`src/rtl/vdp_pkg.sv`:
```
// Shared types, codes and helpers for the video display port block.
// Used by the controller, the datapath and the top level; depends on nothing.
package vdp_pkg;

    localparam int VRAM_DEPTH_DEF = 16384;
    localparam int CRAM_DEPTH_DEF = 32;
    localparam int ADDR_W = 14;

    // Port access kinds.
    localparam logic [1:0] KIND_CTL = 2'd0;
    localparam logic [1:0] KIND_WR  = 2'd1;
    localparam logic [1:0] KIND_RD  = 2'd2;

    // Access codes held in the top two bits of the control word.
    localparam logic [1:0] CODE_READ = 2'd0;
    localparam logic [1:0] CODE_REG  = 2'd2;
    localparam logic [1:0] CODE_CRAM = 2'd3;

    // Memory targets reported with a beat.
    localparam logic [1:0] TGT_NONE = 2'd0;
    localparam logic [1:0] TGT_VRAM = 2'd1;
    localparam logic [1:0] TGT_CRAM = 2'd2;

    // Register indexes.
    localparam logic [3:0] REG_MODE_ONE = 4'd0;
    localparam logic [3:0] REG_MODE_TWO = 4'd1;
    localparam logic [3:0] REG_NAME     = 4'd2;
    localparam logic [3:0] REG_COLOR    = 4'd3;
    localparam logic [3:0] REG_PATTERN  = 4'd4;
    localparam logic [3:0] REG_SPR_ATTR = 4'd5;
    localparam logic [3:0] REG_SPR_PAT  = 4'd6;
    localparam logic [3:0] REG_BYTE_0   = 4'd7;
    localparam logic [3:0] REG_BYTE_1   = 4'd8;
    localparam logic [3:0] REG_BYTE_2   = 4'd9;
    localparam logic [3:0] REG_BYTE_3   = 4'd10;
    localparam logic [3:0] REG_NONE     = 4'd15;

    // Decoded mode values.
    localparam logic [3:0] MODE_TEXT    = 4'h1;
    localparam logic [3:0] MODE_GFX_TWO = 4'h2;
    localparam logic [3:0] MODE_ALIAS_A = 4'h9;
    localparam logic [3:0] MODE_ALIAS_B = 4'hd;

    typedef enum logic [2:0] {
        ST_IDLE,
        ST_LOAD,
        ST_ROUTE,
        ST_MOD,
        ST_MEM,
        ST_WAIT,
        ST_RESP
    } state_t;

    typedef struct packed {
        logic latch_in;
        logic load_ctl;
        logic mod_start;
        logic mod_step;
        logic mem_go;
        logic buf_load;
        logic reg_go;
    } ctrl_cmd_t;

    typedef struct packed {
        logic need_fetch;
        logic need_write;
        logic need_reg;
        logic mod_done;
    } ctrl_status_t;

    function automatic logic [3:0] decode_mode(input logic [7:0] m1, input logic [7:0] m2);
        logic [3:0] m;
        m = {m1[2], m2[3], m1[1], m2[4]};
        if (m == MODE_ALIAS_A || m == MODE_ALIAS_B) begin
            m = MODE_TEXT;
        end
        return m;
    endfunction

endpackage

```
`src/rtl/vdp_ctrl.sv`:
```
// Sequencer for one port access: load, route, address reduction, memory, buffer load, beat.
// Depends on vdp_pkg for the state type and the command and status structs.
module vdp_ctrl (
    input  logic                  clk,
    input  logic                  rst_n,
    input  logic                  start,
    input  vdp_pkg::ctrl_status_t status,
    output vdp_pkg::ctrl_cmd_t    cmd,
    output logic                  busy,
    output logic                  done
);
    import vdp_pkg::*;

    state_t state_reg;
    state_t state_next;
    logic   free;

    always_ff @(posedge clk or negedge rst_n)
    begin
        if (!rst_n)
        begin
            state_reg <= ST_IDLE;
        end
        else
        begin
            state_reg <= state_next;
        end
    end

    always_comb
    begin
        state_next = state_reg;
        case (state_reg)
            ST_IDLE:
            begin
                if (start)
                begin
                    state_next = ST_LOAD;
                end
            end
            ST_LOAD:
            begin
                state_next = ST_ROUTE;
            end
            ST_ROUTE:
            begin
                if (status.need_fetch || status.need_write)
                begin
                    state_next = ST_MOD;
                end
                else
                begin
                    state_next = ST_RESP;
                end
            end
            ST_MOD:
            begin
                if (status.mod_done)
                begin
                    state_next = ST_MEM;
                end
            end
            ST_MEM:
            begin
                state_next = status.need_fetch ? ST_WAIT : ST_RESP;
            end
            ST_WAIT:
            begin
                state_next = ST_RESP;
            end
            ST_RESP:
            begin
                state_next = start ? ST_LOAD : ST_IDLE;
            end
            default:
            begin
                state_next = ST_IDLE;
            end
        endcase
    end

    // The beat cycle also takes the next access, so busy drops there too.
    assign free = (state_reg == ST_IDLE) || (state_reg == ST_RESP);

    always_comb
    begin
        cmd          = '0;
        cmd.latch_in = start && free;
        busy         = !free;
        done         = 1'b0;
        case (state_reg)
            ST_LOAD:
            begin
                cmd.load_ctl = 1'b1;
            end
            ST_ROUTE:
            begin
                cmd.mod_start = status.need_fetch || status.need_write;
                cmd.reg_go    = status.need_reg;
            end
            ST_MOD:
            begin
                cmd.mod_step = !status.mod_done;
            end
            ST_MEM:
            begin
                cmd.mem_go = 1'b1;
            end
            ST_WAIT:
            begin
                cmd.buf_load = 1'b1;
            end
            ST_RESP:
            begin
                done = 1'b1;
            end
            default:
            begin
                cmd.load_ctl = 1'b0;
            end
        endcase
    end

endmodule

```
`config.mk`:
```
export PLATFORM = sky130hd
export DESIGN_NAME = vdp_ctrl
export DESIGN_NICKNAME = d
export VERILOG_FILES = /design/src/rtl/vdp_pkg.sv /design/src/rtl/vdp_ctrl.sv
export SDC_FILE = /design/constraint.sdc
export NUM_CORES = 1
export LEC_CHECK = 0
export BUFFER_PORTS_ARGS = -buffer_cell sky130_fd_sc_hd__buf_2
export CAP_MARGIN = 15
export CORE_AREA = 4 4 41 43
export CTS_CLUSTER_DIAMETER = 80
export DETAILED_ROUTE_END_ITERATION = 10
export DIE_AREA = 0 0 45 47
export PLACE_DENSITY = 0.54
export RECOVER_POWER = 25
export SLEW_MARGIN = 5
export SYNTH_ARGS = -nofsm -noshare
export SYNTH_HDL_FRONTEND = slang
export SYNTH_SLANG_ARGS = --single-unit
```
`constraint.sdc`:
```
create_clock -name clk -period 2.65 [get_ports clk]
set_input_delay 0.1325 -clock clk [delete_from_list [all_inputs] [get_ports clk]]
set_output_delay 0.1325 -clock clk [all_outputs]
set_load 0.02 [all_outputs]
```
======== Word level (Yosys, flattened, before mapping) ========
Index checks and enable logic that the tools add are counted.
Widths: inputs -> output; s select.
storage, ports and cells
  bits of input ports ..................... 7
  register bits ........................... 3
operators by class
  reductions and logical operators ........ 7
  multiplexer cells ....................... 13
  equal/unequal tests ..................... 8
operators by type and width
  cell                count
  $pmux 3 s7          1
  $eq 3x3->1 const B  3
  $mux 3              3
  $mux 1              8
  $eq 3x2->1 const B  2
  $ne 2x2->1 const B  2
  $eq 3x1->1 const B  1
  $logic_not 3->1     1
  $logic_not 1->1     2
  $logic_or 1x1->1    2
  $mux 2              1
  $reduce_and 2->1    1
  $logic_and 1x1->1   1

======== Longest topological paths before layout ========
Gate-level depths: netlist of run 1.
  word-level depth ........................ 3
  gate-level depth with buffers ........... 4

======== Least setup slack after synthesis of run 1 ========
OpenSTA, ideal clock, no wires.
  path kind ............................... reg2out
  start point ............................. register state_reg[0]
  end point ............................... output port cmd[0] (netlist bit)
  arrival time ............................ 1.280 ns
  cell stages (with the launch flop) ...... 3
  setup slack ............................. 1.238 ns
  required time ........................... 2.518 ns
  path buffers ............................ 1
  path through ............................ dfrtp_1 > buf_2 > nor4bb_1
RTL lines
  what                    line            text
  start, declared         vdp_ctrl.sv:14  state_t state_reg;
  start signal, assigned  vdp_ctrl.sv:26  state_reg <= state_next;
  end, declared           vdp_ctrl.sv:8   output vdp_pkg::ctrl_cmd_t cmd,

==> impl_metrics.py, run 1 <==
metrics = {
    "floorplan": {
        "floorplan.initialDensity": 0.223,
        "die-area_mm2": 0.00212,
        "coreArea_mm2": 0.00130,
        "die_y_um": 47,
        "rows": 13,
        "pin_count": 16,
        "fp.dieW_um": 45,
    },
    "route": {
        "topRoutingLayerUsed": "met4",
        "dr.pass1.iters": 3,
        "routedWlPerCell_um": 10.0,
        "drc": 0,
        "wl_met3_um": 43,
        "vias": 301,
        "wl_met1_um": 308,
        "routed_via_density": 4.49,
        "dr_wl_met2_um": 305,
        "drt_iter0_markers": 3,
        "drtAntennaViolNets": 0,
        "routed_wl_um": 673,
    },
    "grt": {
        "antenna_found_initial": 0,
        "grt_pass1_wl_um": 1170,
        "overflow": 0,
        "grt_max_degree": 15,
        "first_global_vias": 284,
        "track_usage": 0.0776,
    },
    "final_layout": {
        "layout-drive-gt1-share": 0.404,
        "multi_input_area_um2": 196,
        "n_antenna_cell": 0,
        "areaGrowthSynthToFinish_pct": 39.2,
        "mostFrequentLayoutCells": "buf_2 (14), nor2_1 (4), o21ai_0 (3), clkbuf_4 (3), dfrtp_1 (3)",
        "regArea_um2": 75.1,
        "final_common_cell": "buf_2",
        "layout.nets": 60,
        "nFillCells": 151,
        "largest_reg_flops": 3,
    },
    "critical_path": {
        "worstPathArrival_ps": 1540,
        "r2r-end": "state_reg[0]",
        "r2r_start": "state_reg[2]",
        "critical_path_class": "flip-flop to primary output",
        "r2r_setup_slack_ps": 1460,
        "startpoint": "state_reg[2]",
        "slowest_stage": "dfrtp_1",
        "cp_max_fo": 14,
        "crit_path_start_kind": "flip-flop",
        "cp-end-kind": "primary output",
        "crit_chain": "nor2b_4, or3_4, nor2_2, buf_2",
        "crit_required_ps": 2520,
        "slowest_delay_ps": 510,
        "worstRegToRegCells": 3,
    },
    "power": {
        "leakage_nw": 0.201,
        "peakVddDrop_mv": 0.404,
        "power_mw": 0.472,
        "powerDensity_mw_per_mm2": 1170,
    },
    "clocking": {
        "cts_tree": "done",
        "path_clk_slew_ps": 40,
        "cts_buffer_depth": 2,
        "post_cts_buffers": 0,
        "h-tree-depth": 1,
        "cts_sinks": 3,
        "cts_resized": 0,
        "clk_latency_ps": 230,
        "cts_buffers": 3,
        "cts-root-buf": "clkbuf_4",
    },
    "yosys": {
        "synth_edf_count": 0,
        "synth_ff_type": "dfrtp_1",
        "yosysSeqAreaShare": 0.259,
        "async_flop_share": 1.00,
        "postSynthAreaPerCell_um2": 8.29,
        "synth_nets": 42,
        "ys_seq_elements": 3,
        "synth_cells": 35,
        "ys_warn_count": 0,
        "synth_cell_type_count": 23,
        "synth_area_um2": 290,
    },
    "worst_hold_path": {
        "hold_path_class": "primary input to async pin",
    },
    "timing": {
        "hold_violations": 0,
        "max_freq_mhz": 600,
        "max_slew_margin": 0.739,
        "setup_violations": 0,
        "worst-slew-pin-transition_ps": 392,
        "fin_skew_ps": 1.28,
        "fin_crit_sh": 0.629,
        "setup_tns_ps": 0,
        "period_needed_ps": 1670,
        "grt_setup_unrepaired": "no",
        "setup_ws_ps": 982,
        "maxSlewViolCount": 0,
    },
    "placed_design": {
        "gp_congestion": 0.732,
        "dp_slack_ps": 1220,
        "portBuffers": 15,
        "hpwlAfterDp_um": 489,
    },
    "run_status": {
        "outcome": "complete, no violations",
    },
    "job": {
        "maxCapViolCount": 0,
    },
}
-- worst max-delay path: cells and delay by family (launching register included) --
family                 cells  cell delay [ps]
buffers and inverters      1              160
and+or+nand+nor            3              630
DFF                        1              510
-- stage by stage --
step / hold slack [ps] / cells / utilization / instance area (um2)
CTS: 214 / 67 / 0.312 / 405
global route: 269 / 67 / 0.311 / 404
detailed placement: -69.5 / 62 / 0.284 / 369
finish: 236 / 67 / 0.311 / 404
floorplan: -163 / 35 / - / 290
global placement: -68.4 / 62 / 0.284 / 369
-- cells by family after synthesis --
group	share of synthesized area
AO/OA/AOI/OAI	0.190
AND/OR/NAND/NOR	0.487
flip-flops	0.259
buffers and inverters	0.0646
-- synthesized netlist by cell type, types with 2 or more instances --
| cell type | n | area [um2] |
|---|---|---|
| a2bb2oi_1 | 2 | 17.5 |
| and2_1 | 2 | 12.5 |
| buf_2 | 3 | 15.0 |
| dfrtp_1 | 3 | 75.1 |
| nor2_1 | 4 | 15.0 |
| nor2b_1 | 2 | 12.5 |
| o21ai_0 | 3 | 15.0 |
-- layout make-up --
type                       count  share of cell area
inverter                       1             0.00929
tap                           15              0.0464
multi-input combinational     28               0.486
sequential                     3               0.186
clock buffer                   4              0.0650
timing repair buffer          16               0.207
-- metal layers --
layer  vias to the layer above  GRT usage
li1                        158          -
met1                       132     0.0984
met3                         2     0.0153
met5                         -          0
met2                         9      0.110
met4                         0     0.0702
-- worst max-delay path by stage --
stage	endpoint	slack [ps]	cells after the start
after floorplan	cmd[0]	1240	2
after global placement	cmd[6]	1230	4
after detailed placement	cmd[6]	1220	4
after CTS	cmd[6]	960	4
after global routing	cmd[6]	870	4
final	cmd[6]	980	4
-- power breakdown --
group	internal (mW)	switching [mW]
logic	0.129	0.125
registers	0.0674	0.0712
clock network	0.0564	0.0234
-- what timing repair did --
| item | in CTS | in global routing |
|---|---|---|
| hold endpoints to repair | 3 | 0 |
| hold buffers | 1 | 0 |
| setup endpoints to repair | 0 | 0 |
Note: power is estimated with default switching activity, not from simulation.
==> inputs of run 2 (changes only) <==
- clock period: 2.65 -> 1.7 ns (I/O delays scaled with it)
==> run 2 against run 1 <==
Effect of this change: clock skew about the same; sequential share of layout area up 0.25 points; final cell count unchanged; utilization up 0.096 points; global-route usage up 0.073 points; critical path type unchanged; critical path depth unchanged; first-iteration DRC count down 67%; combinational power up 56%; clock power up 54%; non-clock buffer count unchanged; cell area up 0.31%.
==> impl_metrics.py, run 2 (synthesis results as in run 1) <==
metrics = {
    "power": {
        "comb_power_share": 0.538,
        "p_sw_mw": 0.341,
        "p_seq_frac": 0.295,
        "power_mw": 0.738,
        "leakage_nw": 0.200,
        "intPower_mw": 0.396,
        "clockPowerShare": 0.167,
        "power_switching_share": 0.463,
        "powerDensity_mw_per_mm2": 1820,
        "peakVddDrop_mv": 0.702,
    },
    "job": {
        "maxCapViolCount": 0,
    },
    "timing": {
        "max_slew_margin": 0.743,
        "setup_ws_ps": 113,
        "setup_tns_ps": 0,
        "max_freq_mhz": 630,
        "hold_violations": 0,
        "setup_violations": 0,
        "worst_hold_slack_ps": 194,
        "period_needed_ps": 1590,
        "grt_setup_unrepaired": "no",
        "worst-slew-pin-transition_ps": 385,
        "fin_crit_sh": 0.933,
        "fin_skew_ps": 1.41,
        "maxSlewViolCount": 0,
    },
    "grt": {
        "antenna_found_initial": 0,
        "track_usage": 0.0783,
        "grt_max_degree": 15,
        "first_global_vias": 294,
        "grt_pass1_wl_um": 1190,
        "overflow": 0,
    },
    "route": {
        "vias": 302,
        "routed_via_density": 4.51,
        "drc": 0,
        "dr.pass1.iters": 4,
        "drtAntennaViolNets": 0,
        "drt_iter0_markers": 1,
        "routed_wl_um": 685,
        "routedWlPerCell_um": 10.2,
    },
    "final_layout": {
        "stdcell_area_um2": 405,
        "layout-drive-gt1-share": 0.423,
        "mostFrequentLayoutCells": "buf_2 (14), nor2_1 (4), o21ai_0 (3), clkbuf_4 (3)",
        "layout.nets": 60,
        "areaGrowthSynthToFinish_pct": 39.7,
        "final_common_cell": "buf_2",
        "stdcell_count": 67,
        "n_antenna_cell": 0,
        "final_util": 0.312,
        "largest_reg_flops": 3,
    },
    "clocking": {
        "cts_sinks": 3,
        "cts_buffers": 3,
        "cts_buffer_depth": 2,
        "clk_latency_ps": 230,
        "cts_tree": "done",
        "cts-root-buf": "clkbuf_4",
        "path_clk_slew_ps": 40,
        "h-tree-depth": 1,
        "post_cts_buffers": 0,
    },
    "critical_path": {
        "cp_max_fo": 13,
        "slowest_stage": "dfrtp_1",
        "crit_required_ps": 1620,
        "worstRegToRegCells": 3,
        "crit_chain": "nor2b_1, or3_4, nor2_2, buf_2",
        "critPathTopFamily": "simple AND/OR/NAND/NOR gates",
        "cp-end-kind": "primary output",
        "crit_path_start_kind": "flip-flop",
        "slowest_delay_ps": 500,
        "crit_buf_inv": 1,
        "cp.depth": 4,
        "critical_path_class": "flip-flop to primary output",
        "worstPathArrival_ps": 1500,
    },
    "placed_design": {
        "place_area_um2": 369,
        "hpwlAfterDp_um": 490,
        "dpl.cell_count": 62,
        "gp_congestion": 0.733,
        "portBuffers": 15,
        "dp_slack_ps": 325,
    },
    "floorplan": {
        "die-area_mm2": 0.00212,
        "fp.dieW_um": 45,
        "coreArea_mm2": 0.00130,
        "die_y_um": 47,
        "pin_count": 16,
        "floorplan.initialDensity": 0.223,
        "rows": 13,
    },
    "worst_hold_path": {
        "hold_path_class": "primary input to async pin",
    },
    "run_status": {
        "outcome": "complete, no violations",
    },
}
## run 2: repair_timing
action                                  CTS  global route
endpoints found under the setup margin    0             1
hold buffers                              1             0
resized for setup                         0             1
endpoints found under the hold margin     3             0
## run 2: power by group through the flow
stage	Combinational [mW]	Clock, mW	Sequential [mW]
after CTS	0.404	0.130	0.216
after global placement	0.403	0	0.217
final	0.397	0.123	0.218
after detailed placement	0.400	0	0.217
after global routing	0.441	0.137	0.236
after floorplan	0.384	0	0.136
## run 2: worst reg2reg max path, cell delays in order (launching register included)
cell	delay [ps]
dfrtp_1	560
o21ai_0	160
a2bb2oi_1	180
a21oi_1	70
## run 2: final timing paths
path	start	slack [ps]	endpoint
max	state_reg[1]	110	cmd[6]
min	rst_n	190	state_reg[0]
max reg2reg	state_reg[0]	610	state_reg[0]
min reg2reg	state_reg[2]	680	state_reg[2]
max in group asynchronous	rst_n	1340	state_reg[2]
min in group clk	status[2]	250	state_reg[2]
## run 2: final cells by class
cell class                      instances  area, um2
Clock buffer                            4       26.3
Fill cell                             153        896
Inverter                                1       3.75
Multi-Input combinational cell         28        196
Sequential cell                         3       76.3
Tap cell                               15       18.8
Timing Repair Buffer                   16       83.8
## run 2: routing by layer
metal,track usage,wire [um],vias up,share of wire
met1,0.0959,316,135,0.46
met5,0,0,-,0
met4,0.0526,0,0,0
met3,0.0268,39,0,0.057
li1,-,-,158,-
met2,0.116,329,9,0.48
==> inputs of run 3 (changes only) <==
- clock period: 1.7 -> 1.5 ns (I/O delays scaled with it)
==> run 3 against run 2 <==
Effect of this change: total power up 25%; non-clock buffer count up 4; die area unchanged; critical path depth is the same; utilization grew 2.5 points; via count up 5.3%; count of clock-buffer cells in the layout is the same; clock skew is 1.1 ps higher; first-iteration DRC count rose to 4.0 times the previous value; final cell count grew 6.0%; largest cell class unchanged.
==> impl_metrics.py, run 3 (synthesis results as in run 1) <==
metrics = {
    "timing": {
        "fin_crit_sh": 0.949,
        "setup_tns_ps": 0,
        "hold_violations": 0,
        "setup_violations": 0,
        "period_needed_ps": 1420,
        "fin_skew_ps": 2.54,
        "grt_setup_unrepaired": "no",
        "max_slew_margin": 0.812,
        "worst-slew-pin-transition_ps": 277,
        "max_freq_mhz": 702,
        "worst_hold_slack_ps": 187,
        "maxSlewViolCount": 0,
    },
    "floorplan": {
        "fp.dieW_um": 45,
        "rows": 13,
        "die_y_um": 47,
        "pin_count": 16,
        "floorplan.initialDensity": 0.223,
        "coreArea_mm2": 0.00130,
        "die-area_mm2": 0.00212,
    },
    "grt": {
        "track_usage": 0.0751,
        "first_global_vias": 288,
        "grtUsageMet2": 0.107,
        "grt_use_met1": 0.0957,
        "gr-usage-met3": 0.0345,
        "grt_max_degree": 14,
        "busiest_layer": "met2",
        "grt_pass1_wl_um": 1140,
        "antenna_found_initial": 0,
        "overflow": 0,
    },
    "route": {
        "routed_wl_um": 706,
        "routed_via_density": 4.48,
        "drt_iter0_markers": 4,
        "dr.pass1.iters": 2,
        "drc": 0,
        "vias": 318,
        "drtAntennaViolNets": 0,
        "routedWlPerCell_um": 9.94,
    },
    "critical_path": {
        "cp_max_fo": 4,
        "worstPathArrival_ps": 1350,
        "crit_path_start_kind": "flip-flop",
        "critical_path_class": "flip-flop to primary output",
        "crit_required_ps": 1420,
        "cp-end-kind": "primary output",
        "worstRegToRegCells": 3,
    },
    "power": {
        "powerDensity_mw_per_mm2": 2110,
        "leakage_nw": 0.220,
        "peakVddDrop_mv": 0.906,
    },
    "placed_design": {
        "gp_congestion": 0.696,
        "portBuffers": 15,
        "hpwlAfterDp_um": 531,
    },
    "clocking": {
        "path_clk_slew_ps": 40,
        "clk_latency_ps": 230,
        "cts_tree": "done",
        "cts_buffer_depth": 2,
        "h-tree-depth": 1,
        "cts_sinks": 3,
        "cts_buffers": 3,
        "cts-root-buf": "clkbuf_4",
    },
    "final_layout": {
        "final_common_cell": "buf_2",
        "largest_reg_flops": 3,
        "mostFrequentLayoutCells": "buf_2 (13), buf_4 (5), nor2_1 (4), o21ai_0 (3), clkbuf_4 (3)",
        "layout.nets": 64,
        "n_antenna_cell": 0,
        "layout-drive-gt1-share": 0.464,
        "areaGrowthSynthToFinish_pct": 50.9,
    },
    "worst_hold_path": {
        "hold_path_class": "primary input to async pin",
    },
    "job": {
        "maxCapViolCount": 0,
    },
    "run_status": {
        "outcome": "complete, no violations",
    },
}
[run 3: power breakdown]
group,switching [mW],internal (mW),total [mW]
clock network,0.0394,0.0995,0.139
logic,0.330,0.296,0.626
registers,0.0332,0.123,0.157
[run 3: per-layer routing]
layer	part of all wire	vias up
li1	-	168
met1	0.49	143
met2	0.46	7
met3	0.052	0
met4	0	0
met5	0	-
[run 3: final timing paths]
| kind | startpoint | end | slack, ps |
|---|---|---|---|
| worst max-delay path | state_reg[1] | cmd[6] | 80 |
| worst min-delay path | rst_n | state_reg[2] | 190 |
| worst max register to register | state_reg[1] | state_reg[1] | 370 |
| worst min register to register | state_reg[2] | state_reg[2] | 610 |
| max in group asynchronous | rst_n | state_reg[1] | 1140 |
| min in group clk | status[2] | state_reg[0] | 230 |
[run 3: layout make-up]
type	count	area, um2
Fill cell	143	863
Multi-Input combinational cell	28	196
Timing Repair Buffer	20	116
Sequential cell	3	76.3
Clock buffer	4	26.3
Tap cell	15	18.8
Inverter	1	3.75
[run 3: critical path, stage by stage, from the launching register on]
cell and delay (ps):
dfrtp_2 420, nor2b_1 150, or3_4 330, nor2_2 80
buf_4 140
[run 3: through the flow]
stage                     cell area, um2   util  std cells  power, mW  setup WS (ps)
final                                438  0.337         71      0.922           76.1
after global routing                 438  0.337         71       1.01           8.04
after CTS                            429  0.330         70      0.912           8.74
after detailed placement             392  0.301         65      0.760            228
after global placement               392  0.301         65      0.759            258
after floorplan                      290      -         35      0.589            145
[run 3: what timing repair did]
item,4_1_cts,5_1_grt
resized for setup,1,1
setup buffers,0,1
setup endpoints to repair,1,1
pin swaps,0,0
endpoints found under the hold margin,3,0
hold buffers,1,0
